File: config.mk
export PLATFORM = sky130hd
export DESIGN_NAME = bbox_iou
export DESIGN_NICKNAME = d
export VERILOG_FILES = /design/src/rtl/core/bbi_pkg.sv /design/src/rtl/core/bbi_front.sv /design/src/rtl/core/bbi_queue.sv /design/src/rtl/core/bbi_back.sv /design/src/rtl/core/bbox_iou.sv
export SDC_FILE = /design/constraint.sdc
export NUM_CORES = 2
export LEC_CHECK = 0
export CELL_PAD_IN_SITES_DETAIL_PLACEMENT = 0
export CELL_PAD_IN_SITES_GLOBAL_PLACEMENT = 1
export CORE_ASPECT_RATIO = 0.75
export CORE_UTILIZATION = 59
export CTS_BUF_LIST = sky130_fd_sc_hd__clkbuf_8
export CTS_CLUSTER_SIZE = 24
export DETAILED_ROUTE_END_ITERATION = 10
export DONT_BUFFER_PORTS = 1
export PLACE_DENSITY_LB_ADDON = 0.1
export SYNTH_ARGS = -nofsm -noshare
export SYNTH_HDL_FRONTEND = slang
export SYNTH_SLANG_ARGS = --single-unit
File: constraint.sdc
create_clock -name clk -period 46.5 [get_ports clk]
set_input_delay 0 -clock clk [delete_from_list [all_inputs] [get_ports clk]]
set_output_delay 0 -clock clk [all_outputs]
set_load 0.05 [all_outputs]
File: src/rtl/core/bbi_pkg.sv
package bbi_pkg;

    localparam int RATIO_BITS = 16;
    localparam logic [RATIO_BITS-1:0] RATIO_MAX = {RATIO_BITS{1'b1}};

endpackage

File: src/rtl/core/bbi_front.sv
module bbi_front #(
    parameter int COORD_BITS = 12
) (
    input  logic                      clk,
    input  logic                      rst_n,
    input  logic                      in_valid,
    output logic                      in_ready,
    input  logic [COORD_BITS-1:0]     first_left,
    input  logic [COORD_BITS-1:0]     first_top,
    input  logic [COORD_BITS-1:0]     first_width,
    input  logic [COORD_BITS-1:0]     first_height,
    input  logic [COORD_BITS-1:0]     second_left,
    input  logic [COORD_BITS-1:0]     second_top,
    input  logic [COORD_BITS-1:0]     second_width,
    input  logic [COORD_BITS-1:0]     second_height,
    output logic                      push_valid,
    input  logic                      push_ready,
    output logic [2*COORD_BITS-1:0]   push_inter,
    output logic [2*COORD_BITS:0]     push_union
);

    localparam int CW = COORD_BITS;
    localparam int AW = 2 * COORD_BITS;

    logic          adv;
    logic [CW:0]   far_x1;
    logic [CW:0]   far_x2;
    logic [CW:0]   far_y1;
    logic [CW:0]   far_y2;
    logic [CW:0]   hi_x;
    logic [CW:0]   hi_y;
    logic [CW-1:0] lo_x;
    logic [CW-1:0] lo_y;
    logic [CW-1:0] ext_x_next;
    logic [CW-1:0] ext_y_next;

    logic          a_valid_reg;
    logic [CW-1:0] ext_x_reg;
    logic [CW-1:0] ext_y_reg;
    logic [CW-1:0] w1_reg;
    logic [CW-1:0] h1_reg;
    logic [CW-1:0] w2_reg;
    logic [CW-1:0] h2_reg;

    logic          b_valid_reg;
    logic [AW-1:0] area1_reg;
    logic [AW-1:0] area2_reg;
    logic [AW-1:0] inter_reg;

    assign adv      = !b_valid_reg || push_ready;
    assign in_ready = adv;

    always_comb
    begin
        far_x1 = {1'b0, first_left}  + {1'b0, first_width};
        far_x2 = {1'b0, second_left} + {1'b0, second_width};
        far_y1 = {1'b0, first_top}   + {1'b0, first_height};
        far_y2 = {1'b0, second_top}  + {1'b0, second_height};
        hi_x   = (far_x1 < far_x2) ? far_x1 : far_x2;
        hi_y   = (far_y1 < far_y2) ? far_y1 : far_y2;
        lo_x   = (first_left > second_left) ? first_left : second_left;
        lo_y   = (first_top > second_top) ? first_top : second_top;
        ext_x_next = (hi_x > {1'b0, lo_x}) ? CW'(hi_x - {1'b0, lo_x}) : '0;
        ext_y_next = (hi_y > {1'b0, lo_y}) ? CW'(hi_y - {1'b0, lo_y}) : '0;
    end

    always_ff @(posedge clk or negedge rst_n)
    begin
        if (!rst_n)
        begin
            a_valid_reg <= 1'b0;
            b_valid_reg <= 1'b0;
        end
        else if (adv)
        begin
            a_valid_reg <= in_valid;
            b_valid_reg <= a_valid_reg;
        end
    end

    always_ff @(posedge clk)
    begin
        if (adv)
        begin
            ext_x_reg <= ext_x_next;
            ext_y_reg <= ext_y_next;
            w1_reg    <= first_width;
            h1_reg    <= first_height;
            w2_reg    <= second_width;
            h2_reg    <= second_height;
            area1_reg <= w1_reg * h1_reg;
            area2_reg <= w2_reg * h2_reg;
            inter_reg <= ext_x_reg * ext_y_reg;
        end
    end

    assign push_valid = b_valid_reg;
    assign push_inter = inter_reg;
    assign push_union = {1'b0, area1_reg} + {1'b0, area2_reg} - {1'b0, inter_reg};

endmodule

File: src/rtl/core/bbi_queue.sv
module bbi_queue #(
    parameter int DATA_BITS = 49,
    parameter int DEPTH     = 2
) (
    input  logic                 clk,
    input  logic                 rst_n,
    input  logic                 wr_valid,
    output logic                 wr_ready,
    input  logic [DATA_BITS-1:0] wr_data,
    output logic                 rd_valid,
    input  logic                 rd_ready,
    output logic [DATA_BITS-1:0] rd_data
);

    localparam int PTR_BITS = (DEPTH > 1) ? $clog2(DEPTH) : 1;
    localparam int CNT_BITS = $clog2(DEPTH + 1);

    logic [DATA_BITS-1:0] store_reg [DEPTH];
    logic [PTR_BITS-1:0]  wr_ptr_reg;
    logic [PTR_BITS-1:0]  wr_ptr_next;
    logic [PTR_BITS-1:0]  rd_ptr_reg;
    logic [PTR_BITS-1:0]  rd_ptr_next;
    logic [CNT_BITS-1:0]  count_reg;
    logic [CNT_BITS-1:0]  count_next;
    logic                 do_wr;
    logic                 do_rd;

    assign wr_ready = (count_reg != CNT_BITS'(DEPTH));
    assign rd_valid = (count_reg != '0);
    assign rd_data  = store_reg[rd_ptr_reg];
    assign do_wr    = wr_valid && wr_ready;
    assign do_rd    = rd_valid && rd_ready;

    always_comb
    begin
        wr_ptr_next = wr_ptr_reg;
        rd_ptr_next = rd_ptr_reg;
        if (do_wr)
        begin
            wr_ptr_next = (wr_ptr_reg == PTR_BITS'(DEPTH - 1)) ? '0 : wr_ptr_reg + 1'b1;
        end
        if (do_rd)
        begin
            rd_ptr_next = (rd_ptr_reg == PTR_BITS'(DEPTH - 1)) ? '0 : rd_ptr_reg + 1'b1;
        end
        count_next = count_reg + CNT_BITS'(do_wr) - CNT_BITS'(do_rd);
    end

    always_ff @(posedge clk or negedge rst_n)
    begin
        if (!rst_n)
        begin
            wr_ptr_reg <= '0;
            rd_ptr_reg <= '0;
            count_reg  <= '0;
        end
        else
        begin
            wr_ptr_reg <= wr_ptr_next;
            rd_ptr_reg <= rd_ptr_next;
            count_reg  <= count_next;
        end
    end

    always_ff @(posedge clk)
    begin
        if (do_wr)
        begin
            store_reg[wr_ptr_reg] <= wr_data;
        end
    end

endmodule

File: src/rtl/core/bbi_back.sv
module bbi_back #(
    parameter int COORD_BITS    = 12,
    parameter int FRACTION_BITS = 15
) (
    input  logic                       clk,
    input  logic                       rst_n,
    input  logic                       pop_valid,
    output logic                       pop_ready,
    input  logic [2*COORD_BITS-1:0]    pop_inter,
    input  logic [2*COORD_BITS:0]      pop_union,
    output logic                       out_valid,
    input  logic                       out_ready,
    output logic [bbi_pkg::RATIO_BITS-1:0] overlap_ratio,
    output logic                       union_empty
);

    import bbi_pkg::*;

    localparam int UW     = 2 * COORD_BITS + 1;
    localparam int RW     = UW + 1;
    localparam int QW     = FRACTION_BITS + 1;
    localparam int STAGES = FRACTION_BITS + 1;

    logic          adv;
    logic          valid_reg [STAGES];
    logic [RW-1:0] rem_reg   [STAGES];
    logic [QW-1:0] quot_reg  [STAGES];
    logic [UW-1:0] div_reg   [STAGES];
    logic          empty_reg [STAGES];

    logic                  out_valid_reg;
    logic [RATIO_BITS-1:0] ratio_reg;
    logic                  empty_out_reg;
    logic [RATIO_BITS-1:0] ratio_next;
    logic [QW+RATIO_BITS:0] quot_wide;

    assign adv       = !out_valid_reg || out_ready;
    assign pop_ready = adv;

    // One quotient bit per stage; the first stage gives the integer bit.
    for (genvar s = 0; s < STAGES; s++)
    begin : g_stage
        logic [RW-1:0] rem_in;
        logic [QW-1:0] quot_in;
        logic [UW-1:0] div_in;
        logic          empty_in;
        logic          valid_in;
        logic          ge;

        if (s == 0)
        begin : g_first
            assign rem_in   = RW'(pop_inter);
            assign quot_in  = '0;
            assign div_in   = pop_union;
            assign empty_in = (pop_union == '0);
            assign valid_in = pop_valid;
        end
        else
        begin : g_rest
            assign rem_in   = {rem_reg[s-1][RW-2:0], 1'b0};
            assign quot_in  = quot_reg[s-1];
            assign div_in   = div_reg[s-1];
            assign empty_in = empty_reg[s-1];
            assign valid_in = valid_reg[s-1];
        end

        assign ge = (rem_in >= {1'b0, div_in});

        always_ff @(posedge clk or negedge rst_n)
        begin
            if (!rst_n)
            begin
                valid_reg[s] <= 1'b0;
            end
            else if (adv)
            begin
                valid_reg[s] <= valid_in;
            end
        end

        always_ff @(posedge clk)
        begin
            if (adv)
            begin
                rem_reg[s]   <= ge ? (rem_in - {1'b0, div_in}) : rem_in;
                quot_reg[s]  <= {quot_in[QW-2:0], ge};
                div_reg[s]   <= div_in;
                empty_reg[s] <= empty_in;
            end
        end
    end

    always_comb
    begin
        quot_wide = (QW + RATIO_BITS + 1)'(quot_reg[STAGES-1]);
        if (empty_reg[STAGES-1])
        begin
            ratio_next = '0;
        end
        else if ((quot_wide >> RATIO_BITS) != '0)
        begin
            ratio_next = RATIO_MAX;
        end
        else
        begin
            ratio_next = quot_wide[RATIO_BITS-1:0];
        end
    end

    always_ff @(posedge clk or negedge rst_n)
    begin
        if (!rst_n)
        begin
            out_valid_reg <= 1'b0;
        end
        else if (adv)
        begin
            out_valid_reg <= valid_reg[STAGES-1];
        end
    end

    always_ff @(posedge clk)
    begin
        if (adv)
        begin
            ratio_reg     <= ratio_next;
            empty_out_reg <= empty_reg[STAGES-1];
        end
    end

    assign out_valid     = out_valid_reg;
    assign overlap_ratio = ratio_reg;
    assign union_empty   = empty_out_reg;

endmodule

File: src/rtl/core/bbox_iou.sv
// Intersection over union of two axis-aligned boxes, each given as left, top,
// width and height. The input channel (in_valid, in_ready) takes one box pair
// per beat; the output channel (out_valid, out_ready) returns one beat per
// pair carrying overlap_ratio, an unsigned fraction with FRACTION_BITS
// fraction bits, and union_empty, which is set when both boxes have no area.
// A pair is accepted every cycle while the receiver keeps up, so the block
// sustains one beat per cycle. From the input beat to the output beat, a pair
// passes through the registered edge and area arithmetic, the queue,
// FRACTION_BITS + 1 divider stages producing one quotient bit each, and the
// output register.
// The front end and the divider are separated by a two-entry queue. When the
// receiver stalls, the divider pipeline and output hold their contents; the
// front end keeps accepting until the queue is full, then drops in_ready.
// Reset clears every valid flag, so no beat is presented after reset until
// new pairs arrive. Results emerge in the order the pairs were accepted.
module bbox_iou #(
    parameter int COORD_BITS    = 12,
    parameter int FRACTION_BITS = 15
) (
    input  logic                           clk,
    input  logic                           rst_n,
    input  logic                           in_valid,
    output logic                           in_ready,
    input  logic [COORD_BITS-1:0]          first_left,
    input  logic [COORD_BITS-1:0]          first_top,
    input  logic [COORD_BITS-1:0]          first_width,
    input  logic [COORD_BITS-1:0]          first_height,
    input  logic [COORD_BITS-1:0]          second_left,
    input  logic [COORD_BITS-1:0]          second_top,
    input  logic [COORD_BITS-1:0]          second_width,
    input  logic [COORD_BITS-1:0]          second_height,
    output logic                           out_valid,
    input  logic                           out_ready,
    output logic [bbi_pkg::RATIO_BITS-1:0] overlap_ratio,
    output logic                           union_empty
);

    import bbi_pkg::*;

    localparam int AW = 2 * COORD_BITS;
    localparam int UW = AW + 1;
    localparam int DW = AW + UW;

    logic          push_valid;
    logic          push_ready;
    logic [AW-1:0] push_inter;
    logic [UW-1:0] push_union;
    logic          pop_valid;
    logic          pop_ready;
    logic [DW-1:0] pop_data;
    logic [RATIO_BITS-1:0] ratio;

    bbi_front #(
        .COORD_BITS (COORD_BITS)
    ) u_front (
        .clk           (clk),
        .rst_n         (rst_n),
        .in_valid      (in_valid),
        .in_ready      (in_ready),
        .first_left    (first_left),
        .first_top     (first_top),
        .first_width   (first_width),
        .first_height  (first_height),
        .second_left   (second_left),
        .second_top    (second_top),
        .second_width  (second_width),
        .second_height (second_height),
        .push_valid    (push_valid),
        .push_ready    (push_ready),
        .push_inter    (push_inter),
        .push_union    (push_union)
    );

    bbi_queue #(
        .DATA_BITS (DW),
        .DEPTH     (2)
    ) u_queue (
        .clk      (clk),
        .rst_n    (rst_n),
        .wr_valid (push_valid),
        .wr_ready (push_ready),
        .wr_data  ({push_inter, push_union}),
        .rd_valid (pop_valid),
        .rd_ready (pop_ready),
        .rd_data  (pop_data)
    );

    bbi_back #(
        .COORD_BITS    (COORD_BITS),
        .FRACTION_BITS (FRACTION_BITS)
    ) u_back (
        .clk           (clk),
        .rst_n         (rst_n),
        .pop_valid     (pop_valid),
        .pop_ready     (pop_ready),
        .pop_inter     (pop_data[DW-1:UW]),
        .pop_union     (pop_data[UW-1:0]),
        .out_valid     (out_valid),
        .out_ready     (out_ready),
        .overlap_ratio (ratio),
        .union_empty   (union_empty)
    );

    assign overlap_ratio = ratio;

endmodule

==> reports/qor.csv <==
metric,value,unit
status,"finished, final reports clean",
final hold vios,0,
CP most frequent cell,dlygate4sd3_1,
# nets final,8679,
worst min-delay path category,in -> reg,
CP endpoint kind,register,
DRT Pass-1 Iters,5,
M2 GR Usage,40.1,%
clk root buf,clkbuf_8,
Max-slew headroom,19.5,%
most frequent cells in the layout,"edfxtp_1 (1,161), inv_1 (1,144), ha_1 (729), nand2_1 (541), a21oi_1 (389)",
met3 Use GR,4.63,%
GR Overflow Total,0,
Post-Syn Area,80200,um2
"commonest non-fill, non-tap cell in the layout",edfxtp_1,
die area,137000,um2
Seq cells post-synth,1184,
H-tree levels,4,
Syn Nets,8408,
Critical Path Fanout Max,19,
Final Setup Violations,0,
Fillers,10600,
area taken by multi-input logic gates,40000,um2
Num CTS Buffers,186,
Avg Inst Size Synth,11.1,um2
Post-CTS Setup Inserts,0,
Routability Congestion,0.893,
met1 Use GR,41.9,%
Initial Utilization,59.8,%
"slowest stage delay, CP",0.82,ns
Setup Skew,0.0498,ns
setup tns final,0,ns
"Async S/R FF share, synth",1.94,%
post-cts gate resize count,0,
Final min period,8.18,ns
"EDFF count, synth",1161,
critical path depth,31,
Worst EP arrival,8.87,ns
Synthesis Warnings,0,
clock sink count,1184,
Worst path slowest cell,nor4_4,
antenna violations before repair,4,
max-cap viol count,0,
WL per Instance,19.8,um
port bufs,0,
DRC Markers,0,
Main synth FF type,edfxtp_1,
# IOs,119,
post-DP HPWL,142000,um
worst skew pair latency,0.95,ns
DRT iter0 DRCs,4265,
remaining antenna violation count after routing,0,
total core area,134000,um2
GRT Max-Usage Layer,met1,
largest delay contributor family on the critical path,compound AO/OA/AOI/OAI gates,
Vias per Instance,5.74,
Cell variety after synth,84,
Worst EP required,47.19,ns
"Reg clk slew, reported paths",0.06,ns
worst r2r path cells,18,
critical path type,in -> reg,
FF+latch area,35400,um2
synthesis-to-layout area growth,9.42,%
WHS Path Cells,7,
largest net degree at the start of global routing,195,
CTS tree,done,
WL final,187000,um
max-slew violation count,0,
share of cells above drive strength 1,7.98,%
post-synthesis sequential area ratio,44.2,%
RSZ-0062 raised after global routing,no,
fmax,0.122,GHz
via count,54100,
Post-Synthesis Cells,7234,
first-pass GRT wire length,291000,um
die width,428,um
die height,321,um
worst-margin pin slew,1.21,ns
vias in the first global route,52300,
Tcrit/Tclk final,17.6,%
worst path bufs/invs,5,
GRT Overall Usage,27.3,%
critical path launch point type,primary input,
Core Rows,116,
deepest clock path buffer count,3,
-- path summary, 6_finish.rpt --
kind,endpoint,from,slack (ns)
worst min-delay path,u_front.ext_y_reg[2],first_top[1],0.11
min in group asynchronous,u_back.g_stage[1].valid_in,rst_n,0.23
worst max-delay path,u_front.ext_y_reg[6],first_height[0],38.32
max in group asynchronous,u_queue.rd_ptr_reg,rst_n,45.58
worst min register to register,u_back.quot_reg[10][1],u_back.quot_reg[9][0],0.41
worst max register to register,u_front.area2_reg[22],u_front.h2_reg[3],40.27
-- worst min-delay path: stages --
cell and delay, ns:
inv_1 0.06, fa_1 0.24, mux2i_1 0.12, inv_1 0.08, fa_1 0.18, nor2b_1 0.13, nor3_1 0.05
-- per-layer routing --
| metal | part of all wire [%] | vias up |
|---|---|---|
| li1 | - | 25900 |
| met5 | 0.012 | - |
| met2 | 43 | 1407 |
| met3 | 6.4 | 256 |
| met1 | 49 | 26600 |
| met4 | 1.8 | 4 |
-- logic make-up after synthesis --
| kind of cell | synth area share (%) |
|---|---|
| and+or+nand+nor | 10.1 |
| AOI/OAI and AO/OA | 10.7 |
| buffers and inverters | 5.96 |
| DFF | 44.2 |
| adders and majority gates | 20.0 |
| xor gates and xnor gates | 4.53 |
| muxes | 4.50 |
-- what timing repair did --
action | CTS | global route
hold buffers | 190 | 0
endpoints found under the hold margin | 136 | 0
endpoints found under the setup margin | 0 | 0
-- area by class of cell --
type                    count  area share [%]
repair buffers            229            2.53
clock buffers             196            3.08
diodes                      5          0.0143
multi-input cells        4799            45.6
inverters                1105            4.73
well taps                1770            2.53
flip-flops and latches   1184            40.4
clock inverters           142            1.13
-- synth_stat cells (72+ instances only) --
cell type | instances | area share [%]
mux2i_1 | 72 | 0.90
a21o_1 | 225 | 2.1
nand3_1 | 89 | 0.56
xor2_1 | 127 | 1.4
clkbuf_1 | 111 | 0.52
nand2_1 | 541 | 2.5
nor2b_1 | 104 | 0.81
edfxtp_1 | 1161 | 43
a21oi_1 | 389 | 2.4
inv_1 | 1103 | 5.2
nor2_1 | 327 | 1.5
mux2_2 | 253 | 3.6
nor3_1 | 87 | 0.54
fa_1 | 345 | 8.6
xnor2_1 | 288 | 3.1
ha_1 | 729 | 11
and2_1 | 203 | 1.6
o21ai_0 | 274 | 1.7
nand2b_1 | 83 | 0.65
nand4_1 | 74 | 0.58
-- stage by stage --
stage | hold slack, ns | util, % | cell area (um2) | std cells | setup slack, ns
after floorplan | -0.296 | - | 80200 | 7234 | 17.15
after global placement | -0.295 | 61.2 | 82100 | 8897 | 40.10
after detailed placement | -0.295 | 61.2 | 82100 | 8897 | 39.95
after CTS | 0.0299 | 65.4 | 87700 | 9425 | 38.73
after global routing | 0.179 | 65.4 | 87700 | 9427 | 37.78
final | 0.111 | 65.4 | 87700 | 9430 | 38.32
Power is left out: the tool's default activity adds up to more than one toggle a clock period on the data nets, which glitch-free logic cannot reach.
